**src/rtl/core/rtt_pkg.sv**
```systemverilog
// shared types and constants of the retransmit timeout table
package rtt_pkg;

  localparam int ENTRIES     = 16;
  localparam int KEY_BITS    = 64;
  localparam int HANDLE_BITS = 32;

  localparam int IDX_W  = $clog2(ENTRIES);
  localparam int CNT_W  = $clog2(ENTRIES + 1);
  localparam int QDEPTH = 2;
  localparam int QPTR_W = $clog2(QDEPTH);
  localparam int QCNT_W = $clog2(QDEPTH + 1);

  localparam int OP_W    = 2;
  localparam int KIND_W  = 2;
  localparam int OKEY_W  = 64;
  localparam int OHAND_W = 32;
  localparam int DROP_W  = 8;
  localparam int TIME_W  = 32;
  localparam int RCNT_W  = 5;
  localparam int CIDX_W  = 1;
  localparam int CDATA_W = 32;

  localparam logic [TIME_W-1:0] TIMEOUT_RESET   = TIME_W'(1000);
  localparam logic [DROP_W-1:0] MAX_DROPS_RESET = DROP_W'(3);

  typedef enum logic [OP_W-1:0] {
    OP_PUSH = 2'd0,
    OP_ACK  = 2'd1,
    OP_TICK = 2'd2,
    OP_NONE = 2'd3
  } op_t;

  typedef enum logic [KIND_W-1:0] {
    KIND_PUSH   = 2'd0,
    KIND_ACK    = 2'd1,
    KIND_RESEND = 2'd2,
    KIND_TICK   = 2'd3
  } kind_t;

  typedef enum logic [CIDX_W-1:0] {
    REG_TIMEOUT   = 1'd0,
    REG_MAX_DROPS = 1'd1
  } reg_idx_t;

  typedef struct packed {
    op_t                    op;
    logic [KEY_BITS-1:0]    key;
    logic [HANDLE_BITS-1:0] handle;
    logic [DROP_W-1:0]      drops;
    logic [TIME_W-1:0]      now;
  } cmd_t;

  typedef struct packed {
    logic [TIME_W-1:0] timeout;
    logic [DROP_W-1:0] max_drops;
  } cfg_t;

endpackage

```
**src/rtl/core/retransmit_timeout_table_unit.sv**
```systemverilog
// top level of the retransmit timeout table: config registers, front and back
//
// Holds up to 16 outstanding messages awaiting acknowledgement.
// Input channel (in_*): opcode 0 pushes a key, payload handle, drop count and
// time; 1 acknowledges a key; 2 runs a timeout tick at in_now_ms; 3 is dropped.
// Result channel (out_*): one reply per push or ack; a tick gives one resend
// item per resent entry, then a tick done item with out_last set.
// Config channel (cfg_*): index 0 timeout_ms, index 1 max_drops, always ready;
// write only while no item is in flight.
// Items pass through a two-deep command queue into a scan engine that visits
// one table slot per cycle unless a result waits on a held output register.
// Each item is first loaded into the engine; a push or ack then visits 1 to 16
// slots (stopping at the first free or matching slot), a tick all 16 slots and
// then places the tick done item.
// A stalled receiver holds the single output register; the engine waits only
// when it has a result to place, and the queue keeps accepting until full.
// Reset (rst_n low, synchronous) empties the table and the queue, clears the
// slot pointer and loads timeout_ms 1000 and max_drops 3.
module retransmit_timeout_table_unit
  import rtt_pkg::*;
(
  input  logic                clk,
  input  logic                rst_n,
  input  logic                in_valid,
  output logic                in_ready,
  input  logic [OP_W-1:0]     in_opcode,
  input  logic [63:0]         in_msg_key,
  input  logic [31:0]         in_payload_handle,
  input  logic [DROP_W-1:0]   in_initial_drops,
  input  logic [TIME_W-1:0]   in_now_ms,
  output logic                out_valid,
  input  logic                out_ready,
  output logic [KIND_W-1:0]   out_kind,
  output logic                out_ok,
  output logic [OKEY_W-1:0]   out_key,
  output logic [OHAND_W-1:0]  out_payload,
  output logic [DROP_W-1:0]   out_drops,
  output logic [RCNT_W-1:0]   out_resend_count,
  output logic                out_last,
  input  logic                cfg_valid,
  output logic                cfg_ready,
  input  logic [CIDX_W-1:0]   cfg_index,
  input  logic [CDATA_W-1:0]  cfg_data
);

  cfg_t cfg_r, cfg_nxt;
  logic cmd_valid, cmd_ready;
  cmd_t cmd;

  assign cfg_ready = 1'b1;

  always_comb begin
    cfg_nxt = cfg_r;
    if (cfg_valid) begin
      case (reg_idx_t'(cfg_index))
        REG_TIMEOUT:   cfg_nxt.timeout   = TIME_W'(cfg_data);
        REG_MAX_DROPS: cfg_nxt.max_drops = DROP_W'(cfg_data);
        default:       cfg_nxt = cfg_r;
      endcase
    end
  end

  always_ff @(posedge clk) begin
    if (!rst_n) begin
      cfg_r.timeout   <= TIMEOUT_RESET;
      cfg_r.max_drops <= MAX_DROPS_RESET;
    end else begin
      cfg_r <= cfg_nxt;
    end
  end

  rtt_front u_front (
    .clk               (clk),
    .rst_n             (rst_n),
    .in_valid          (in_valid),
    .in_ready          (in_ready),
    .in_opcode         (in_opcode),
    .in_msg_key        (in_msg_key),
    .in_payload_handle (in_payload_handle),
    .in_initial_drops  (in_initial_drops),
    .in_now_ms         (in_now_ms),
    .cmd_valid         (cmd_valid),
    .cmd_ready         (cmd_ready),
    .cmd               (cmd)
  );

  rtt_back u_back (
    .clk              (clk),
    .rst_n            (rst_n),
    .cmd_valid        (cmd_valid),
    .cmd_ready        (cmd_ready),
    .cmd              (cmd),
    .cfg              (cfg_r),
    .out_valid        (out_valid),
    .out_ready        (out_ready),
    .out_kind         (out_kind),
    .out_ok           (out_ok),
    .out_key          (out_key),
    .out_payload      (out_payload),
    .out_drops        (out_drops),
    .out_resend_count (out_resend_count),
    .out_last         (out_last)
  );

  // resend items are never final and always ok
  a_resend_shape: assert property (@(posedge clk) disable iff (!rst_n)
    out_valid && (out_kind == KIND_RESEND) |-> out_ok && !out_last)
    else $error("resend item with bad ok or last");

  // only tick done carries a resend count
  a_count_only_done: assert property (@(posedge clk) disable iff (!rst_n)
    out_valid && (out_kind != KIND_TICK) |-> (out_resend_count == '0))
    else $error("resend count outside tick done");

  // replies and tick done close their item
  a_final_kinds: assert property (@(posedge clk) disable iff (!rst_n)
    out_valid && (out_kind != KIND_RESEND) |-> out_last)
    else $error("final result without last");

  // no result right after reset
  a_reset_quiet: assert property (@(posedge clk)
    $past(!rst_n) |-> !out_valid)
    else $error("result valid after reset");

endmodule

```
**src/rtl/core/rtt_front.sv**
```systemverilog
// input decode and command queue of the retransmit timeout table
module rtt_front
  import rtt_pkg::*;
(
  input  logic                  clk,
  input  logic                  rst_n,
  input  logic                  in_valid,
  output logic                  in_ready,
  input  logic [OP_W-1:0]       in_opcode,
  input  logic [63:0]           in_msg_key,
  input  logic [31:0]           in_payload_handle,
  input  logic [DROP_W-1:0]     in_initial_drops,
  input  logic [TIME_W-1:0]     in_now_ms,
  output logic                  cmd_valid,
  input  logic                  cmd_ready,
  output cmd_t                  cmd
);

  cmd_t              q_mem [QDEPTH];
  logic [QPTR_W-1:0] wr_ptr_r, wr_ptr_nxt;
  logic [QPTR_W-1:0] rd_ptr_r, rd_ptr_nxt;
  logic [QCNT_W-1:0] cnt_r, cnt_nxt;
  logic              accept, push, pop;
  op_t               op_dec;
  cmd_t              cmd_in;

  assign in_ready  = (cnt_r != QCNT_W'(QDEPTH));
  assign cmd_valid = (cnt_r != '0);
  assign cmd       = q_mem[rd_ptr_r];

  assign accept = in_valid && in_ready;
  assign op_dec = op_t'(in_opcode);
  // opcode three causes nothing and never enters the queue
  assign push   = accept && (op_dec != OP_NONE);
  assign pop    = cmd_valid && cmd_ready;

  always_comb begin
    cmd_in.op     = op_dec;
    cmd_in.key    = KEY_BITS'(in_msg_key);
    cmd_in.handle = HANDLE_BITS'(in_payload_handle);
    cmd_in.drops  = in_initial_drops;
    cmd_in.now    = in_now_ms;
  end

  always_comb begin
    wr_ptr_nxt = wr_ptr_r;
    rd_ptr_nxt = rd_ptr_r;
    cnt_nxt    = cnt_r;
    if (push) begin
      wr_ptr_nxt = (wr_ptr_r == QPTR_W'(QDEPTH - 1)) ? '0 : wr_ptr_r + 1'b1;
    end
    if (pop) begin
      rd_ptr_nxt = (rd_ptr_r == QPTR_W'(QDEPTH - 1)) ? '0 : rd_ptr_r + 1'b1;
    end
    case ({push, pop})
      2'b10:   cnt_nxt = cnt_r + 1'b1;
      2'b01:   cnt_nxt = cnt_r - 1'b1;
      default: cnt_nxt = cnt_r;
    endcase
  end

  always_ff @(posedge clk) begin
    if (!rst_n) begin
      wr_ptr_r <= '0;
      rd_ptr_r <= '0;
      cnt_r    <= '0;
    end else begin
      wr_ptr_r <= wr_ptr_nxt;
      rd_ptr_r <= rd_ptr_nxt;
      cnt_r    <= cnt_nxt;
    end
  end

  always_ff @(posedge clk) begin
    if (push) begin
      q_mem[wr_ptr_r] <= cmd_in;
    end
  end

endmodule

```
**src/rtl/core/rtt_back.sv**
```systemverilog
// table storage and scan engine of the retransmit timeout table
module rtt_back
  import rtt_pkg::*;
(
  input  logic                clk,
  input  logic                rst_n,
  input  logic                cmd_valid,
  output logic                cmd_ready,
  input  cmd_t                cmd,
  input  cfg_t                cfg,
  output logic                out_valid,
  input  logic                out_ready,
  output logic [KIND_W-1:0]   out_kind,
  output logic                out_ok,
  output logic [OKEY_W-1:0]   out_key,
  output logic [OHAND_W-1:0]  out_payload,
  output logic [DROP_W-1:0]   out_drops,
  output logic [RCNT_W-1:0]   out_resend_count,
  output logic                out_last
);

  typedef enum logic [2:0] {
    ST_IDLE = 3'b001,
    ST_SCAN = 3'b010,
    ST_DONE = 3'b100
  } state_t;

  state_t state_r, state_nxt;

  logic [ENTRIES-1:0]     valid_r, valid_nxt;
  logic [KEY_BITS-1:0]    key_mem    [ENTRIES];
  logic [HANDLE_BITS-1:0] handle_mem [ENTRIES];
  logic [TIME_W-1:0]      stamp_mem  [ENTRIES];
  logic [DROP_W-1:0]      drops_mem  [ENTRIES];

  logic [KEY_BITS-1:0]    rd_key_r;
  logic [HANDLE_BITS-1:0] rd_handle_r;
  logic [TIME_W-1:0]      rd_stamp_r;
  logic [DROP_W-1:0]      rd_drops_r;

  cmd_t             cmd_r, cmd_nxt;
  logic [IDX_W-1:0] ptr_r, ptr_nxt;
  logic [IDX_W-1:0] slot_r, slot_nxt;
  logic [IDX_W-1:0] idx_r, idx_nxt;
  logic [CNT_W-1:0] cnt_r, cnt_nxt;

  logic                out_valid_r, out_valid_nxt;
  kind_t               out_kind_r, out_kind_nxt;
  logic                out_ok_r, out_ok_nxt;
  logic [OKEY_W-1:0]   out_key_r, out_key_nxt;
  logic [OHAND_W-1:0]  out_payload_r, out_payload_nxt;
  logic [DROP_W-1:0]   out_drops_r, out_drops_nxt;
  logic [RCNT_W-1:0]   out_count_r, out_count_nxt;
  logic                out_last_r, out_last_nxt;

  logic                   e_valid;
  logic [KEY_BITS-1:0]    e_key;
  logic [HANDLE_BITS-1:0] e_handle;
  logic [TIME_W-1:0]      e_stamp;
  logic [DROP_W-1:0]      e_drops;
  logic [TIME_W-1:0]      age;
  logic [DROP_W-1:0]      drops_inc;
  logic [IDX_W-1:0]       slot_inc;
  logic                   last_step, expired, can_emit;
  logic                   emit, step;
  logic                   wr_push, wr_resend;

  assign e_valid   = valid_r[slot_r];
  assign e_key     = rd_key_r;
  assign e_handle  = rd_handle_r;
  assign e_stamp   = rd_stamp_r;
  assign e_drops   = rd_drops_r;
  assign age       = cmd_r.now - e_stamp;
  assign expired   = (age >= cfg.timeout);
  assign drops_inc = e_drops + 1'b1;
  assign slot_inc  = (slot_r == IDX_W'(ENTRIES - 1)) ? '0 : slot_r + 1'b1;
  assign last_step = (idx_r == IDX_W'(ENTRIES - 1));
  assign can_emit  = !out_valid_r || out_ready;
  assign cmd_ready = (state_r == ST_IDLE);

  always_comb begin
    state_nxt       = state_r;
    valid_nxt       = valid_r;
    cmd_nxt         = cmd_r;
    ptr_nxt         = ptr_r;
    slot_nxt        = slot_r;
    idx_nxt         = idx_r;
    cnt_nxt         = cnt_r;
    out_valid_nxt   = out_valid_r && !out_ready;
    out_kind_nxt    = out_kind_r;
    out_ok_nxt      = out_ok_r;
    out_key_nxt     = out_key_r;
    out_payload_nxt = out_payload_r;
    out_drops_nxt   = out_drops_r;
    out_count_nxt   = out_count_r;
    out_last_nxt    = out_last_r;
    emit            = 1'b0;
    step            = 1'b0;
    wr_push         = 1'b0;
    wr_resend       = 1'b0;

    case (state_r)
      ST_IDLE: begin
        if (cmd_valid) begin
          cmd_nxt   = cmd;
          slot_nxt  = ptr_r;
          idx_nxt   = '0;
          cnt_nxt   = '0;
          state_nxt = ST_SCAN;
        end
      end

      ST_SCAN: begin
        out_kind_nxt    = KIND_PUSH;
        out_ok_nxt      = 1'b0;
        out_key_nxt     = '0;
        out_payload_nxt = '0;
        out_drops_nxt   = '0;
        out_count_nxt   = '0;
        out_last_nxt    = 1'b1;
        case (cmd_r.op)
          OP_PUSH: begin
            out_kind_nxt = KIND_PUSH;
            if (!e_valid) begin
              emit       = 1'b1;
              out_ok_nxt = 1'b1;
            end else if (last_step) begin
              emit = 1'b1;
            end
          end
          OP_ACK: begin
            out_kind_nxt = KIND_ACK;
            if (e_valid && (e_key == cmd_r.key)) begin
              emit       = 1'b1;
              out_ok_nxt = 1'b1;
            end else if (last_step) begin
              emit = 1'b1;
            end
          end
          OP_TICK: begin
            if (e_valid && expired && (e_drops < cfg.max_drops)) begin
              emit            = 1'b1;
              out_kind_nxt    = KIND_RESEND;
              out_ok_nxt      = 1'b1;
              out_key_nxt     = OKEY_W'(e_key);
              out_payload_nxt = OHAND_W'(e_handle);
              out_drops_nxt   = drops_inc;
              out_last_nxt    = 1'b0;
            end
          end
          default: begin
          end
        endcase

        step = !emit || can_emit;
        if (step) begin
          if (emit) begin
            out_valid_nxt = 1'b1;
          end
          slot_nxt = slot_inc;
          idx_nxt  = idx_r + 1'b1;
          case (cmd_r.op)
            OP_PUSH: begin
              if (!e_valid) begin
                wr_push            = 1'b1;
                valid_nxt[slot_r]  = 1'b1;
                ptr_nxt            = slot_r;
                state_nxt          = ST_IDLE;
              end else if (last_step) begin
                state_nxt = ST_IDLE;
              end
            end
            OP_ACK: begin
              if (e_valid && (e_key == cmd_r.key)) begin
                valid_nxt[slot_r] = 1'b0;
                state_nxt         = ST_IDLE;
              end else if (last_step) begin
                state_nxt = ST_IDLE;
              end
            end
            OP_TICK: begin
              if (e_valid && expired) begin
                if (e_drops < cfg.max_drops) begin
                  wr_resend = 1'b1;
                  cnt_nxt   = cnt_r + 1'b1;
                end else begin
                  valid_nxt[slot_r] = 1'b0;
                end
              end
              if (last_step) begin
                state_nxt = ST_DONE;
              end
            end
            default: begin
              state_nxt = ST_IDLE;
            end
          endcase
        end

        // the output data fields only change when a new item is placed
        if (!(emit && step)) begin
          out_kind_nxt    = out_kind_r;
          out_ok_nxt      = out_ok_r;
          out_key_nxt     = out_key_r;
          out_payload_nxt = out_payload_r;
          out_drops_nxt   = out_drops_r;
          out_count_nxt   = out_count_r;
          out_last_nxt    = out_last_r;
        end
      end

      ST_DONE: begin
        if (can_emit) begin
          out_valid_nxt   = 1'b1;
          out_kind_nxt    = KIND_TICK;
          out_ok_nxt      = 1'b1;
          out_key_nxt     = '0;
          out_payload_nxt = '0;
          out_drops_nxt   = '0;
          out_count_nxt   = RCNT_W'(cnt_r);
          out_last_nxt    = 1'b1;
          state_nxt       = ST_IDLE;
        end
      end

      default: begin
        state_nxt = ST_IDLE;
      end
    endcase
  end

  always_ff @(posedge clk) begin
    if (!rst_n) begin
      state_r     <= ST_IDLE;
      valid_r     <= '0;
      ptr_r       <= '0;
      out_valid_r <= 1'b0;
    end else begin
      state_r     <= state_nxt;
      valid_r     <= valid_nxt;
      ptr_r       <= ptr_nxt;
      out_valid_r <= out_valid_nxt;
    end
  end

  always_ff @(posedge clk) begin
    cmd_r         <= cmd_nxt;
    slot_r        <= slot_nxt;
    idx_r         <= idx_nxt;
    cnt_r         <= cnt_nxt;
    out_kind_r    <= out_kind_nxt;
    out_ok_r      <= out_ok_nxt;
    out_key_r     <= out_key_nxt;
    out_payload_r <= out_payload_nxt;
    out_drops_r   <= out_drops_nxt;
    out_count_r   <= out_count_nxt;
    out_last_r    <= out_last_nxt;
  end

  always_ff @(posedge clk) begin
    if (wr_push) begin
      key_mem[slot_r]    <= cmd_r.key;
      handle_mem[slot_r] <= cmd_r.handle;
      stamp_mem[slot_r]  <= cmd_r.now;
      drops_mem[slot_r]  <= cmd_r.drops;
    end else if (wr_resend) begin
      stamp_mem[slot_r]  <= cmd_r.now;
      drops_mem[slot_r]  <= drops_inc;
    end
  end

  // entry of the slot visited next, ready in the cycle that visits it
  always_ff @(posedge clk) begin
    rd_key_r    <= key_mem[slot_nxt];
    rd_handle_r <= handle_mem[slot_nxt];
    rd_stamp_r  <= stamp_mem[slot_nxt];
    rd_drops_r  <= drops_mem[slot_nxt];
  end

  assign out_valid        = out_valid_r;
  assign out_kind         = out_kind_r;
  assign out_ok           = out_ok_r;
  assign out_key          = out_key_r;
  assign out_payload      = out_payload_r;
  assign out_drops        = out_drops_r;
  assign out_resend_count = out_count_r;
  assign out_last         = out_last_r;

endmodule
```
**config.mk**
```make
export PLATFORM = sky130hd
export DESIGN_NAME = retransmit_timeout_table_unit
export DESIGN_NICKNAME = d
export VERILOG_FILES = /design/src/rtl/core/rtt_pkg.sv /design/src/rtl/core/retransmit_timeout_table_unit.sv /design/src/rtl/core/rtt_front.sv /design/src/rtl/core/rtt_back.sv
export SDC_FILE = /design/constraint.sdc
export NUM_CORES = 2
export LEC_CHECK = 0
export BUFFER_PORTS_ARGS = -buffer_cell sky130_fd_sc_hd__buf_2
export CELL_PAD_IN_SITES_DETAIL_PLACEMENT = 1
export CELL_PAD_IN_SITES_GLOBAL_PLACEMENT = 1
export CORE_MARGIN = 2
export CORE_UTILIZATION = 53
export DETAILED_ROUTE_END_ITERATION = 8
export PLACE_DENSITY = 0.83
export SLEW_MARGIN = 20
export SYNTH_ARGS = -nofsm -noshare
export SYNTH_HDL_FRONTEND = slang
export SYNTH_HIERARCHICAL = 1
export SYNTH_SLANG_ARGS = --single-unit
```
**constraint.sdc**
```tcl
create_clock -name clk -period 11.7 [get_ports clk]
set_clock_uncertainty 0.2 [all_clocks]
set_input_delay 0.585 -clock clk [delete_from_list [all_inputs] [get_ports clk]]
set_output_delay 0.585 -clock clk [all_outputs]
set_load 0.01 [all_outputs]
```
# After elaboration in Yosys (flattened, before gate mapping)
# Memory sizes are Yosys's and may differ from the RTL's. A register that Yosys moved wholly into a read port is not among the register bits.
# Cells that the tools add are included.
[word_totals]
reg_bits = 194
output_inout_bits = 116
in_bits = 176
ram_bits = 2452
mem_count = 5
[op_classes]
magnitude_cmp = 4
eq_ne = 24
mux = 94
reduce_logical = 29
addsub = 9
bitwise_logic = 7
[mem_list]
columns = ["name", "depth", "word_bits", "read_ports", "rd_clocked_by_memory_dff", "wr", "line", "rtl"]
rows = [
  ["u_back.key_mem", 16, 64, 1, 1, 1, "rtt_back.sv:31", "logic [KEY_BITS-1:0] key_mem [ENTRIES];"],
  ["u_back.handle_mem", 16, 32, 1, 1, 1, "rtt_back.sv:32", "logic [HANDLE_BITS-1:0] handle_mem [ENTRIES];"],
  ["u_back.stamp_mem", 16, 32, 1, 1, 1, "rtt_back.sv:33", "logic [TIME_W-1:0] stamp_mem [ENTRIES];"],
  ["u_front.q_mem", 2, 138, 1, 1, 1, "rtt_front.sv:19", "cmd_t q_mem [QDEPTH];"],
  ["u_back.drops_mem", 16, 8, 1, 1, 1, "rtt_back.sv:34", "logic [DROP_W-1:0] drops_mem [ENTRIES];"],
]
[op_table]
columns = ["op", "count"]
rows = [
  ["64-bit two-way mux", 4],
  ["32-bit two-way mux", 5],
  ["64-bit one-hot mux with 2 select lines", 1],
  ["64-bit == test", 1],
  ["16-bit two-way mux", 4],
  ["32-bit one-hot mux with 2 select lines", 1],
  ["16-bit one-hot mux with 3 select lines", 1],
  ["8-bit two-way mux", 5],
  ["5-bit two-way mux", 7],
  ["1-bit two-way mux", 34],
  ["32-bit greater-or-equal comparator", 1],
  ["32-bit subtractor", 1],
  ["3-bit two-way mux", 7],
  ["4-bit two-way mux", 5],
  ["5-bit one-hot mux with 2 select lines", 2],
  ["3-bit one-hot mux with 3 select lines", 2],
  ["16-bit bitwise AND", 1],
  ["2-bit by 1-bit != test with 1-bit output, second input constant", 8],
  ["16-bit inverter", 1],
  ["16-bit bitwise OR", 1],
  ["4-bit one-hot mux with 2 select lines", 2],
  ["8-bit one-hot mux with 2 select lines", 1],
  ["2-bit one-hot mux with 2 select lines", 3],
  ["2-bit != test, second input constant", 5],
  ["other kinds (34)", 64],
]

# Depth between registers and ports, before layout
[logic_depth]
ltp_word = 15
mapped_depth = 34
depth_no_buf = 28

# Hierarchy
# The synthesis kept the hierarchy.
[modules_own_cells]
columns = ["mod", "instances", "area_per_inst_um2", "cells_each"]
rows = [
  ["rtt_back", 1, 101264.6, 7158],
  ["rtt_front", 1, 10183.5, 455],
  ["retransmit_timeout_table_unit", 1, 1675.4, 177],
]

# Least setup slack after synthesis
# OpenSTA, ideal clock, no wires.
[synth_timing]
path_kind = "flip-flop to flip-flop"
from = "reg u_back/cmd_r[0] (netlist bit)"
to = "reg u_back.out_drops_r[0] (netlist: u_back/out_drops[0]), enable pin"
n_path_buf = 0
path_slack_ps = 1513
arrival_time_ps = 9401
path_stages_with_launch = 24
synth_period_minus_slack_ps = 10187
required_ps = 10914
path_cell_list = "edfxtp_1 -> inv_1 -> ha_1 -> inv_1 -> fa_1 -> a21o_1 -> a21o_1 -> a2111oi_0 -> nor2_1 -> a221oi_1 -> o21bai_1 -> a31o_2 -> a21o_1 -> a21oi_1 -> xnor2_1 -> ha_1 -> nand4_1 -> nor4_1 -> a22oi_1 -> a31oi_1 -> o21ai_2 -> nand2_1 -> a21oi_1 -> nor2_1"
[synth_via]
elab_chain_len = 12
[synth_rtl]
columns = ["element", "line", "rtl"]
rows = [
  ["from (decl)", "rtt_back.sv:41", "cmd_t cmd_r, cmd_nxt;"],
  ["from (signal assigned)", "rtt_back.sv:247", "cmd_r <= cmd_nxt;"],
  ["32-bit subtractor (*)", "rtt_back.sv:73", "assign age = cmd_r.now - e_stamp;"],
  ["32-bit greater-or-equal comparator (*)", "rtt_back.sv:74", "assign expired = (age >= cfg.timeout);"],
  ["1-bit logical AND (*) (2 in a row)", "rtt_back.sv:141", "if (e_valid && expired && (e_drops < cfg.max_drops)) begin"],
  ["1-bit two-way mux (*)", "rtt_back.sv:141", ""],
  ["1-bit one-hot mux with 3 select lines (*)", "rtt_back.sv:121", "case (cmd_r.op)"],
  ["1-bit two-way mux (*)", "rtt_back.sv:102", "case (state_r)"],
  ["1-bit zero test", "rtt_back.sv:155", "step = !emit || can_emit;"],
  ["1-bit logical OR", "rtt_back.sv:155", ""],
  ["1-bit logical AND (*)", "rtt_back.sv:201", "if (!(emit && step)) begin"],
  ["2-bit by 1-bit != test with 1-bit output (no line) (*)", "n/a", ""],
  ["3-bit AND reduction (no line) (*)", "n/a", ""],
  ["to (signal assigned)", "rtt_back.sv:255", "out_drops_r <= out_drops_nxt;"],
  ["to (decl)", "rtt_back.sv:52", "logic [DROP_W-1:0] out_drops_r, out_drops_nxt;"],
]
# Mark *: on every way between the ends. The rest lies on a longest branch, timed or not. The select of a mux whose other input is x is not followed.
# A chain may end at the register's enable or synchronous reset.

# Worst setup path in the final report
[layout_timing]
from = "reg u_back/cmd_r[0] (netlist bit)"
to = "reg u_back.rd_key_r[4] (netlist: u_back/e_key[4]), read port of u_back.key_mem"
[layout_via]
elab_chain_len = 11
[layout_rtl]
columns = ["element", "line", "rtl"]
rows = [
  ["32-bit subtractor", "rtt_back.sv:73", ""],
  ["32-bit greater-or-equal comparator", "rtt_back.sv:74", ""],
  ["1-bit logical AND (2 in a row)", "rtt_back.sv:141", ""],
  ["1-bit two-way mux", "rtt_back.sv:141", ""],
  ["1-bit one-hot mux with 3 select lines", "rtt_back.sv:121", ""],
  ["1-bit two-way mux", "rtt_back.sv:102", ""],
  ["1-bit zero test", "rtt_back.sv:155", ""],
  ["1-bit logical OR", "rtt_back.sv:155", ""],
  ["4-bit two-way mux", "rtt_back.sv:156", "if (step) begin"],
  ["4-bit one-hot mux with 2 select lines", "rtt_back.sv:102", ""],
  ["to (decl)", "rtt_back.sv:36", "logic [KEY_BITS-1:0] rd_key_r;"],
]
# No other way between the ends. The select of a mux whose other input is x is not followed.

==> flow_summary.rst <==
.. list-table::
   :header-rows: 1

   * - Metric
     - Value
   * - Placement row count
     - 169
   * - Post-synth EDFFs
     - around 2700
   * - Uppermost routed layer
     - met5
   * - Proportion of netlist area held by the largest area contributor
     - 72.0%
   * - Cell types with the largest area share after synthesis
     - sky130_fd_sc_hd__edfxtp_1 72%, sky130_fd_sc_hd__nand2_1 6.6%, sky130_fd_sc_hd__dfxtp_1 3.7%
   * - Via count of the first global-routing pass
     - 78293
   * - Number of DRC violations after detailed routing
     - 0
   * - Worst hold margin
     - 126 ps
   * - Cell variety after synth
     - 76
   * - CTS tree
     - yes
   * - Io pins
     - 292
   * - Fillers
     - 19327
   * - First-pass GRT wire length
     - 536000 um
   * - Width of the die
     - around 470 um
   * - Multiplexer area fraction after synthesis
     - 4.07%
   * - Die outline height
     - 466 um
   * - Number of hold violations in the final report
     - 0
   * - Met3 Wirelength
     - 37600 um
   * - Syn-to-layout area delta
     - 14.3%
   * - Most repeated cell in the gate-level netlist after synthesis
     - sky130_fd_sc_hd__edfxtp_1
   * - Maximum number of pins on one net before global-route repair
     - 223
   * - Insertion delay of the later-clocked pin in the worst-skew pair
     - 1000 ps
   * - Most frequent CP cell
     - sky130_fd_sc_hd__a21o_1
   * - Run status
     - completed
   * - Post-Syn Area
     - 0.113 mm^2
   * - Max stage delay cell, worst path
     - sky130_fd_sc_hd__a21oi_1
   * - Critical Path RT
     - 12260 ps
   * - Final-layout setup total negative slack
     - 0 ps
   * - Share of synthesized cell area in and, or, nand and nor gates
     - between 10% and 20%
   * - Remaining Overflow, GRT
     - 0
   * - Number of post-CTS setup repair buffers
     - 0
   * - Sort of element at the start of the critical path
     - flop
   * - Complex-gate fraction of the synthesized area
     - between 4 and 5%
   * - Antenna violations before repair
     - 21
   * - Layout Cells excl Fill
     - 11314
   * - Largest stage delay, worst path
     - approximately 940 ps
   * - Hpwl dp
     - about 200000 um
   * - Total routed wirelength
     - approximately 380000 um
   * - Placer's final routability congestion estimate
     - 0.877
   * - Area of the die
     - 0.217 mm^2
   * - Max-Cap Viols
     - 0
   * - Syn nets
     - 8049
   * - Signal arrival time at the worst endpoint
     - between 10000 and 15000 ps
   * - Combined area of the multi-input logic cells
     - 0.0255 mm^2
   * - Master cell of the clock root buffer
     - sky130_fd_sc_hd__clkbuf_16
   * - Gate count after technology mapping
     - between 7000 and 8000
   * - Classification of the worst setup path
     - reg2reg
   * - Seq. cell area
     - 0.0856 mm^2
   * - Number of port buffers
     - 290
   * - DRC violation total after the first TritonRoute iteration
     - approximately 9500
   * - Aggregate global-route resource usage
     - 34.1%
   * - Detailed route wirelength on metal2
     - 179000 um
   * - Pwr Density
     - 263 mW/mm^2
   * - Worst Setup End Kind
     - flop
   * - Clk pin slew, worst setup/hold paths
     - 70 ps
   * - Mean post-synth cell area
     - between 10 and 15 um^2
   * - Starting density of the core
     - 53.3%
   * - Number of vias in the routed layout
     - around 73000
   * - Post-route met1 wirelength
     - 130000 um
   * - Min cycle time layout
     - roughly 10000 ps
   * - Transition time at the pin with the least slew margin
     - 1410 ps
   * - CTS H-tree lvls
     - 5
   * - Sequential cell area fraction in the yosys report
     - between 70% and 80%
   * - Wire per inst
     - 33.2 um
   * - Worst min-delay path category
     - in2reg
   * - Static leakage power
     - 0.0456 uW
   * - Count of clock tree sinks
     - 2921
   * - Final nets
     - 8512
   * - Post-synthesis share of cell area spent on full adders, half adders and majority gates
     - 0.925%
   * - Drt via density
     - around 6.5
   * - Xor and xnor area share after synthesis
     - less than 1%
   * - Initial DRT Pass Iterations
     - 8
   * - Setup Viol. Count Final
     - 0
   * - Commonest cells in the netlist
     - 2712 x sky130_fd_sc_hd__edfxtp_1, 1995 x sky130_fd_sc_hd__nand2_1, 366 x sky130_fd_sc_hd__nand3_1
   * - Fraction of synthesis flops using an asynchronous set or reset pin
     - 0%
   * - Number of buffers created by CTS
     - 308
   * - Dominant cell type by area after synthesis
     - sky130_fd_sc_hd__edfxtp_1
   * - Placeable Area
     - 0.212 mm^2
   * - Normalized max-slew margin
     - between 5 and 6%
   * - Unrepaired setup endpoints after global routing
     - false
   * - Number of nets still failing antenna checks after routing
     - 0
   * - Dominant synthesized flop cell
     - sky130_fd_sc_hd__edfxtp_1
   * - Crit path max fanout
     - 62
   * - Yosys Warn Count
     - 6
   * - Ratio of cells with drive above 1 in the final layout
     - 11.6%
   * - Post-route clock period utilization
     - a little under 90%
   * - Bufs on Longest Clock Path
     - 4
   * - Main combinational cell family by area after synthesis
     - simple AND/OR/NAND/NOR gates
   * - Max IR drop VDD
     - about 0.38 mV
   * - Post-placement cell count
     - roughly 11000
   * - Count of pins over their slew limit
     - 0
   * - Post-synthesis register bit count
     - about 2900
   * - Maximum clock rate
     - 97.8 MHz
## cell families (layout without fill, tap and decap cells)
| logic type | count (synthesis) | in the layout |
|---|---|---|
| AND/OR/NAND/NOR | 3040 | 3040 |
| flip-flops | 2921 | 2921 |
| AO/OA/AOI/OAI | 648 | 648 |
| buffers and inverters | 551 | 1246 |
| multiplexers | 438 | 438 |
| XOR/XNOR | 108 | 108 |
| adder cells (fa/ha/maj) | 83 | 83 |
| other | 1 | 9 |
## layer usage
metal,vias to the layer above,global-route usage [%]
met3,1456,7.08
met5,-,0
met1,37148,41.2
li1,29830,-
met4,12,23.4
met2,5000,55.1
## layout make-up
cell class,count,area share [%]
diodes,8,0.0155
multi-input cells,4318,19.7
flip-flops and latches,2921,66.2
inverters,101,0.316
clock buffers,420,6.62
clock inverters,122,0.920
well taps,2821,2.73
repair buffers,603,3.47
## path summary, 6_finish.rpt
| path | from | to | slack (ps) | cells past startpoint |
|---|---|---|---|---|
| max | u_back/cmd_r[0] | u_back/e_key[4] | 1470 | 28 |
| min reg2reg | cfg_r[5] | cfg_r[5] | 270 | 2 |
| max reg2reg | u_back/cmd_r[0] | u_back/e_key[4] | 1470 | 28 |
| min | in_msg_key[53] | u_front/q_mem[1][125] | 130 | 2 |
## cells in the final DEF, fill, tap and decap left out, types with 15 or more instances in the layout
cell	instances
sky130_fd_sc_hd__nor2_1	63
sky130_fd_sc_hd__ha_1	82
sky130_fd_sc_hd__clkinv_1	31
sky130_fd_sc_hd__nor2b_1	15
sky130_fd_sc_hd__o21ai_0	22
sky130_fd_sc_hd__xnor2_1	34
sky130_fd_sc_hd__inv_1	95
sky130_fd_sc_hd__dlygate4sd3_1	179
sky130_fd_sc_hd__clkinv_2	47
sky130_fd_sc_hd__a311oi_1	173
sky130_fd_sc_hd__a32oi_1	66
sky130_fd_sc_hd__a211oi_1	23
sky130_fd_sc_hd__mux2i_1	294
sky130_fd_sc_hd__nand2_1	1989
sky130_fd_sc_hd__or4_1	44
sky130_fd_sc_hd__mux2_2	19
sky130_fd_sc_hd__a21o_1	16
sky130_fd_sc_hd__o31ai_1	48
sky130_fd_sc_hd__buf_12	19
sky130_fd_sc_hd__nand4_1	109
sky130_fd_sc_hd__a32o_1	45
sky130_fd_sc_hd__a21oi_1	70
sky130_fd_sc_hd__o22ai_1	69
sky130_fd_sc_hd__and2_1	127
sky130_fd_sc_hd__clkbuf_16	312
sky130_fd_sc_hd__mux2_1	120
sky130_fd_sc_hd__buf_4	116
sky130_fd_sc_hd__xor2_1	72
sky130_fd_sc_hd__nor4_1	22
sky130_fd_sc_hd__clkbuf_8	34
sky130_fd_sc_hd__dfxtp_1	208
sky130_fd_sc_hd__edfxtp_1	2712
sky130_fd_sc_hd__nand3_1	366
sky130_fd_sc_hd__o41ai_1	22
sky130_fd_sc_hd__nor2_4	40
sky130_fd_sc_hd__and3_1	211
sky130_fd_sc_hd__o211ai_1	20
sky130_fd_sc_hd__buf_2	289
sky130_fd_sc_hd__bufinv_16	20
sky130_fd_sc_hd__clkbuf_1	74
## where the power goes
group	internal (uW)	leakage (uW)	switching, uW
logic	2970	0.0144	6950
registers	13200	0.0265	1290
clock network	5560	0.00476	4100
total	21700	0.0456	12300
## through the flow
step	setup WS, ps	power, uW	area [um^2]	utilization (%)
4_1_cts	1750	33800	129000	60.9
6_report	1470	34100	129000	61.0
5_1_grt	1040	35000	129000	61.0
2_1_floorplan	1510	20000	113000	-
3_5_place_dp	2020	23900	118000	55.5
3_3_place_gp	2460	23200	118000	55.5
## registers in the layout, indices dropped and copies added (netlist names), 8 cells and up, named ones only
register	cells
u_back/cmd_r	138
u_back/drops_mem	128
u_back/e_drops	8
u_back/out_key	64
cfg_r	40
u_back/key_mem	1024
u_back/out_payload	32
u_back/out_drops	8
u_back/handle_mem	512
u_back/e_key	64
u_back/e_handle	32
u_front/q_mem	276
u_back/stamp_mem	512
u_back/e_stamp	32
## repair_timing
| item | 4_1_cts | 5_1_grt |
|---|---|---|
| hold endpoints to repair | 339 | 0 |
| hold buffers | 179 | 0 |
| gates resized for setup | 0 | 0 |
## critical path, delay by kind of cell (launching register included)
family / cells / cell delay [ps]
buffers and inverters: 4 / 1620
XOR/XNOR: 1 / 100
adder cells (fa/ha/maj): 3 / 870
AO/OA/AOI/OAI: 15 / 5460
flip-flops: 1 / 590
AND/OR/NAND/NOR: 5 / 1130
(Power assumes the default switching activity.)
